### config.mk
export PLATFORM = sky130hd
export DESIGN_NAME = rpn_ctrl
export DESIGN_NICKNAME = d
export VERILOG_FILES = /design/src/design/postfix_expression_evaluator_macros.svh /design/src/design/rpn_pkg.sv /design/src/design/rpn_ctrl.sv
export SDC_FILE = /design/constraint.sdc
export NUM_CORES = 1
export LEC_CHECK = 0
export BUFFER_PORTS_ARGS = -buffer_cell sky130_fd_sc_hd__buf_2
export CAP_MARGIN = 40
export CORE_AREA = 2 2 39 41
export DETAILED_ROUTE_END_ITERATION = 10
export DIE_AREA = 0 0 41 43
export GPL_ROUTABILITY_DRIVEN = 0
export PLACE_DENSITY_LB_ADDON = 0.08
export SYNTH_ARGS = -nofsm -noshare
export SYNTH_HDL_FRONTEND = slang
export SYNTH_SLANG_ARGS = --single-unit
### constraint.sdc
create_clock -name clk_i -period 2.4 [get_ports clk_i]
set_input_delay 0.12 -clock clk_i [delete_from_list [all_inputs] [get_ports clk_i]]
set_output_delay 0.12 -clock clk_i [all_outputs]
set_load 0.005 [all_outputs]
### src/design/postfix_expression_evaluator_macros.svh
// Assertion macros of the postfix expression evaluator RTL.
`ifndef POSTFIX_EXPRESSION_EVALUATOR_MACROS_SVH
`define POSTFIX_EXPRESSION_EVALUATOR_MACROS_SVH

// Same-cycle implication, disabled while reset is asserted.
`define RPN_ASSERT_IMP(lbl, clk, rstn, ante, cons, msg) \
  lbl: assert property (@(posedge clk) disable iff (!rstn) (ante) |-> (cons)) \
    else $error(msg);

// Next-cycle implication, disabled while reset is asserted.
`define RPN_ASSERT_NXT(lbl, clk, rstn, ante, cons, msg) \
  lbl: assert property (@(posedge clk) disable iff (!rstn) (ante) |=> (cons)) \
    else $error(msg);

`endif

### src/design/rpn_pkg.sv
// Types and constants of the postfix expression evaluator.
package rpn_pkg;

  localparam int VAL_W  = 48;
  localparam int HALF_W = VAL_W / 2;
  localparam int ACC_W  = 31;

  localparam logic [7:0] CH_COMMA = 8'h2C;
  localparam logic [7:0] CH_POW   = 8'h5E;
  localparam logic [7:0] CH_PLUS  = 8'h2B;
  localparam logic [7:0] CH_MINUS = 8'h2D;
  localparam logic [7:0] CH_MUL   = 8'h2A;
  localparam logic [7:0] CH_DIV   = 8'h2F;
  localparam logic [7:0] CH_ZERO  = 8'h30;
  localparam logic [7:0] CH_NINE  = 8'h39;
  localparam logic [6:0] CENT     = 7'd100;

  typedef enum logic [2:0] {
    ST_OK        = 3'd0,
    ST_UNDERFLOW = 3'd1,
    ST_EMPTY     = 3'd2,
    ST_OVERFLOW  = 3'd3,
    ST_DIV_ZERO  = 3'd4
  } status_e;

  typedef enum logic [2:0] {
    S_IDLE, S_RD, S_MUL, S_DIV, S_FIN, S_RES
  } state_e;

  typedef enum logic [1:0] {
    K_SIMPLE, K_POW, K_BIN
  } kind_e;

  typedef enum logic [2:0] {
    OP_ADD, OP_SUB, OP_MUL, OP_DIV, OP_SQR
  } op_e;

  typedef struct packed {
    logic char_en;
    logic exec_bin;
    logic arith_step;
    logic arith_wr;
    logic push_fin;
    logic emit;
  } cmd_t;

  typedef struct packed {
    kind_e kind;
    logic  last_in;
    logic  last_q;
    op_e   op;
    logic  arith_done;
    logic  out_free;
  } stat_t;

endpackage

### src/design/rpn_ctrl.sv
// Sequencer of the evaluator: steps each character through read, arithmetic and result.
module rpn_ctrl (
  input  logic          clk_i,
  input  logic          rst_ni,
  input  logic          in_valid_i,
  output logic          in_ready_o,
  input  rpn_pkg::stat_t stat_i,
  output rpn_pkg::cmd_t  cmd_o
);
  import rpn_pkg::*;

  state_e state_q, state_d;

  // Next state
  always_comb begin
    state_d = state_q;
    case (state_q)
      S_IDLE: begin
        if (in_valid_i) begin
          case (stat_i.kind)
            K_POW:   state_d = S_MUL;
            K_BIN:   state_d = S_RD;
            default: state_d = stat_i.last_in ? S_FIN : S_IDLE;
          endcase
        end
      end
      S_RD: begin
        case (stat_i.op)
          OP_MUL:  state_d = S_MUL;
          OP_DIV:  state_d = S_DIV;
          default: state_d = stat_i.last_q ? S_FIN : S_IDLE;
        endcase
      end
      S_MUL, S_DIV: begin
        if (stat_i.arith_done) state_d = stat_i.last_q ? S_FIN : S_IDLE;
      end
      S_FIN: state_d = S_RES;
      S_RES: begin
        if (stat_i.out_free) state_d = S_IDLE;
      end
      default: state_d = S_IDLE;
    endcase
  end

  // Commands
  always_comb begin
    cmd_o      = '0;
    in_ready_o = 1'b0;
    case (state_q)
      S_IDLE: begin
        in_ready_o    = 1'b1;
        cmd_o.char_en = in_valid_i;
      end
      S_RD: cmd_o.exec_bin = 1'b1;
      S_MUL, S_DIV: begin
        cmd_o.arith_wr   = stat_i.arith_done;
        cmd_o.arith_step = !stat_i.arith_done;
      end
      S_FIN: cmd_o.push_fin = 1'b1;
      S_RES: cmd_o.emit = stat_i.out_free;
      default: cmd_o = '0;
    endcase
  end

  always_ff @(posedge clk_i or negedge rst_ni) begin
    if (!rst_ni) begin
      state_q <= S_IDLE;
    end else begin
      state_q <= state_d;
    end
  end

endmodule

==> results.txt <==
The aggregate routed wire length was 775 um; the count of endpoints failing setup in the final report was 0. The final critical path takes up 64.5% of the cycle. The total overflow reported by the global router was 0; the width of the die was 41 um. The count of antenna diodes in the layout is 0, and the half-perimeter wire length after detailed placement is 598 um. The total power density per cell area is 996 mW/mm2, and the pin slew with the least headroom to its limit is 0.317 ns.

After filler insertion, the fill cell instance count of the layout stands at 160. For flop-to-flop paths, the worst setup slack is 0.92 ns. The worst setup path is captured at a primary output. Between clock sinks in the finished design, the worst skew comes to 0.000760 ns. The cell sitting at the root of the clock tree is a clkbuf_4.

The longest clock path from root to sink contains 2 buffers. In the layout the commonest cells are buf_2, inv_1, nor2_1, clkbuf_4, dfrtp_1. The detailed-route vias per instance was 4.45; the clock sink count was 3. The type of origin of the critical path is a flip-flop.

The starting DRC count in detailed routing is 4, and the length of the first detailed-routing pass in iterations is 2. Number of unique standard cell types used by synthesis: 23. The critical path is of the flip-flop to primary output type.

Wire segments on met3 add up to 42 um in the final route. The synthesized design contains 3 register bits. The tools report the data required time of the worst path as 2.28 ns. During synthesis, Yosys emitted a total of 0 warnings. Setup repair after global routing left no endpoint under its margin.

The tightest hold path in the finished design has a slack of 0.121 ns. The number of primary I/O pins was 19; the number of flip-flops in the largest register was 3. The worst path setup slack after routing is 0.852 ns, and the clock edge transition at the registers on the reported setup and hold paths is 0.04 ns. Register containing the most flip-flops in the final layout: state_q. For the worst-skew pair, the clock arrives at the later sink with an insertion delay of 0.23 ns. Global-route wire length before repair: 1.35 mm. From synthesis to final layout, the design area changed by 40.0%.

The tools report the worst reg2reg path endpoint as state_q[1]. Counting tap cells, the placed design contains a total of 71 instances. The run gives 0.932 ns as the setup slack after placement. The number of global-route vias before repair came out at 359. The post-synthesis average cell area is 7.82 um2, and the number of standard cells in the layout, taps in and fillers out is 76. After floorplanning, the core was divided into 14 placement rows. For the sequential fraction of the synthesis area, the log shows 24.0%. The top routing layer in use was met3.

The final number of max-transition violations is 0. After technology mapping, the gate count stands at 40. VDD sags by at most 249 uV. Number of hold-repair buffers added at the cts stage: 1. Buffers inserted during clock tree synthesis total 3. The flow ran to the end, and the final reports show no timing, DRC or antenna violations. The most frequent standard cell in the layout excluding fill and tap cells was buf_2. The routed length on met2 is 378 um, and the largest fanout on the critical path is 9. In this run the critical register-to-register path is launched from state_q[1].

The clock period could shrink to 1.55 ns. In this run the tool buffered the top-level ports with 18 buffer cells. Initial standard-cell utilization of the core: 22.6%. In this run the standard cell core region covers 0.00138 mm2. The overall routing resource usage was 11.5%; the CTS H-tree depth was 1. The number of remaining DRC errors came out at 0.

The tools report the max-capacitance violation count as 0. The leakage power of the design came out at 0.248 nW. Power comes to 0.436 mW. Gates resized during post-CTS repair numbered 0. The post-route netlist has 40.0% of its cells at a drive strength greater than 1.

The path class of the tightest hold or removal check is input port to flip-flop. The data arrival time of the worst path was 1.43 ns. The count of nets left with antenna violations once routing finished came out at 0. The maximum number of pins on one net before global-route repair is 11, and the per-cell routed wire length is 10.2 um.

The cell count of the worst reg-to-reg path was 3. In the final layout, the registers with the most flip-flops are state_q: 3 flops. For this run, the post-layout net count is 75. The die covers 0.00176 mm2. The critical path starts at state_q[2].

The tools report the hold violation count in the final report as 0. The worst pin sits at a relative slew slack of 78.9%. The count of buffers added by post-CTS timing repair for setup came out at 0. TritonCTS built the clock tree. The initial antenna violation count came out at 0. The final route contains 338 vias. The run gives 646 MHz as the achievable clock frequency. In this run the worst setup path terminates at cmd_o[3]. For this block, wires on met1 add up to 353 um.

Measured along the y axis, the die boundary spans 43 um. Adding up every negative setup slack in the final design gives 0 ns. The cell area that synthesis handed to floorplanning was 313 um2.

The synthesized net count is 54.
[per-stage QoR]
| step | instance area (um2) | utilization [%] |
|---|---|---|
| final | 438 | 31.6 |
| after global placement | 402 | 29.0 |
| after floorplan | 313 | - |
| after CTS | 438 | 31.6 |
| after detailed placement | 402 | 29.0 |
| after global routing | 438 | 31.6 |
[critical path, cell delays in order (launching register included)]
cell and delay (ns):
dfrtp_1 0.48, or3b_2 0.55, inv_1 0.07, buf_2 0.10
[layer usage]
metal  track usage [%]  vias to the layer above
met5                 0                        -
met4              10.0                        0
met3              1.57                        0
met2              17.2                       11
met1              13.5                      150
li1                  -                      177
[kinds of logic after synthesis]
family | share of synthesized area, %
AOI/OAI and AO/OA | 20.0
DFF | 24.0
adders and majority gates | 8.00
and+or+nand+nor | 32.0
buffers and inverters | 12.8
muxes | 3.20
[synth_stat cells, drive strengths merged]
master  number  share of area, %
a221o        1               3.2
and3         2               4.0
a31oi        1               2.0
ha           2               8.0
nor2b        2               4.0
a41oi        1               2.8
and2         1               2.0
or3b         1               2.8
buf          3               6.8
nor3b        1               2.4
mux2i        1               3.2
o22ai        1               2.0
o21ai        2               3.2
nand2        2               2.4
nor3         1               1.6
o41ai        1               5.2
nor2         5               6.0
or2          1               2.8
nand2b       2               4.0
a21oi        1               1.6
dfrtp        3                24
inv          5               6.0
[how the worst min path moves through the flow]
stage | from | end | slack (ns) | cells after the start
2_1_floorplan | rst_ni | state_q[0] | -0.18 | 0
5_1_grt | stat_i[0] | state_q[2] | 0.13 | 2
3_3_place_gp | rst_ni | state_q[0] | -0.08 | 1
3_5_place_dp | rst_ni | state_q[2] | -0.08 | 1
6_report | stat_i[0] | state_q[2] | 0.12 | 2
4_1_cts | stat_i[0] | state_q[2] | 0.12 | 2
[report_power, final]
group	switching [mW]	leakage (nW)	internal, mW
Combinational	0.102	0.194	0.123
Clock	0.0260	0.0150	0.0623
Sequential	0.0512	0.0393	0.0718
[layout make-up]
cell class	count	area, um2	area share, %
multi-input combinational	29	198	45.1
timing repair buffer	19	100	22.9
clock buffer	4	26.3	6.00
inverter	5	18.8	4.29
tap	16	20.0	4.57
sequential	3	75.1	17.1
Note: power is estimated with default switching activity, not from simulation.
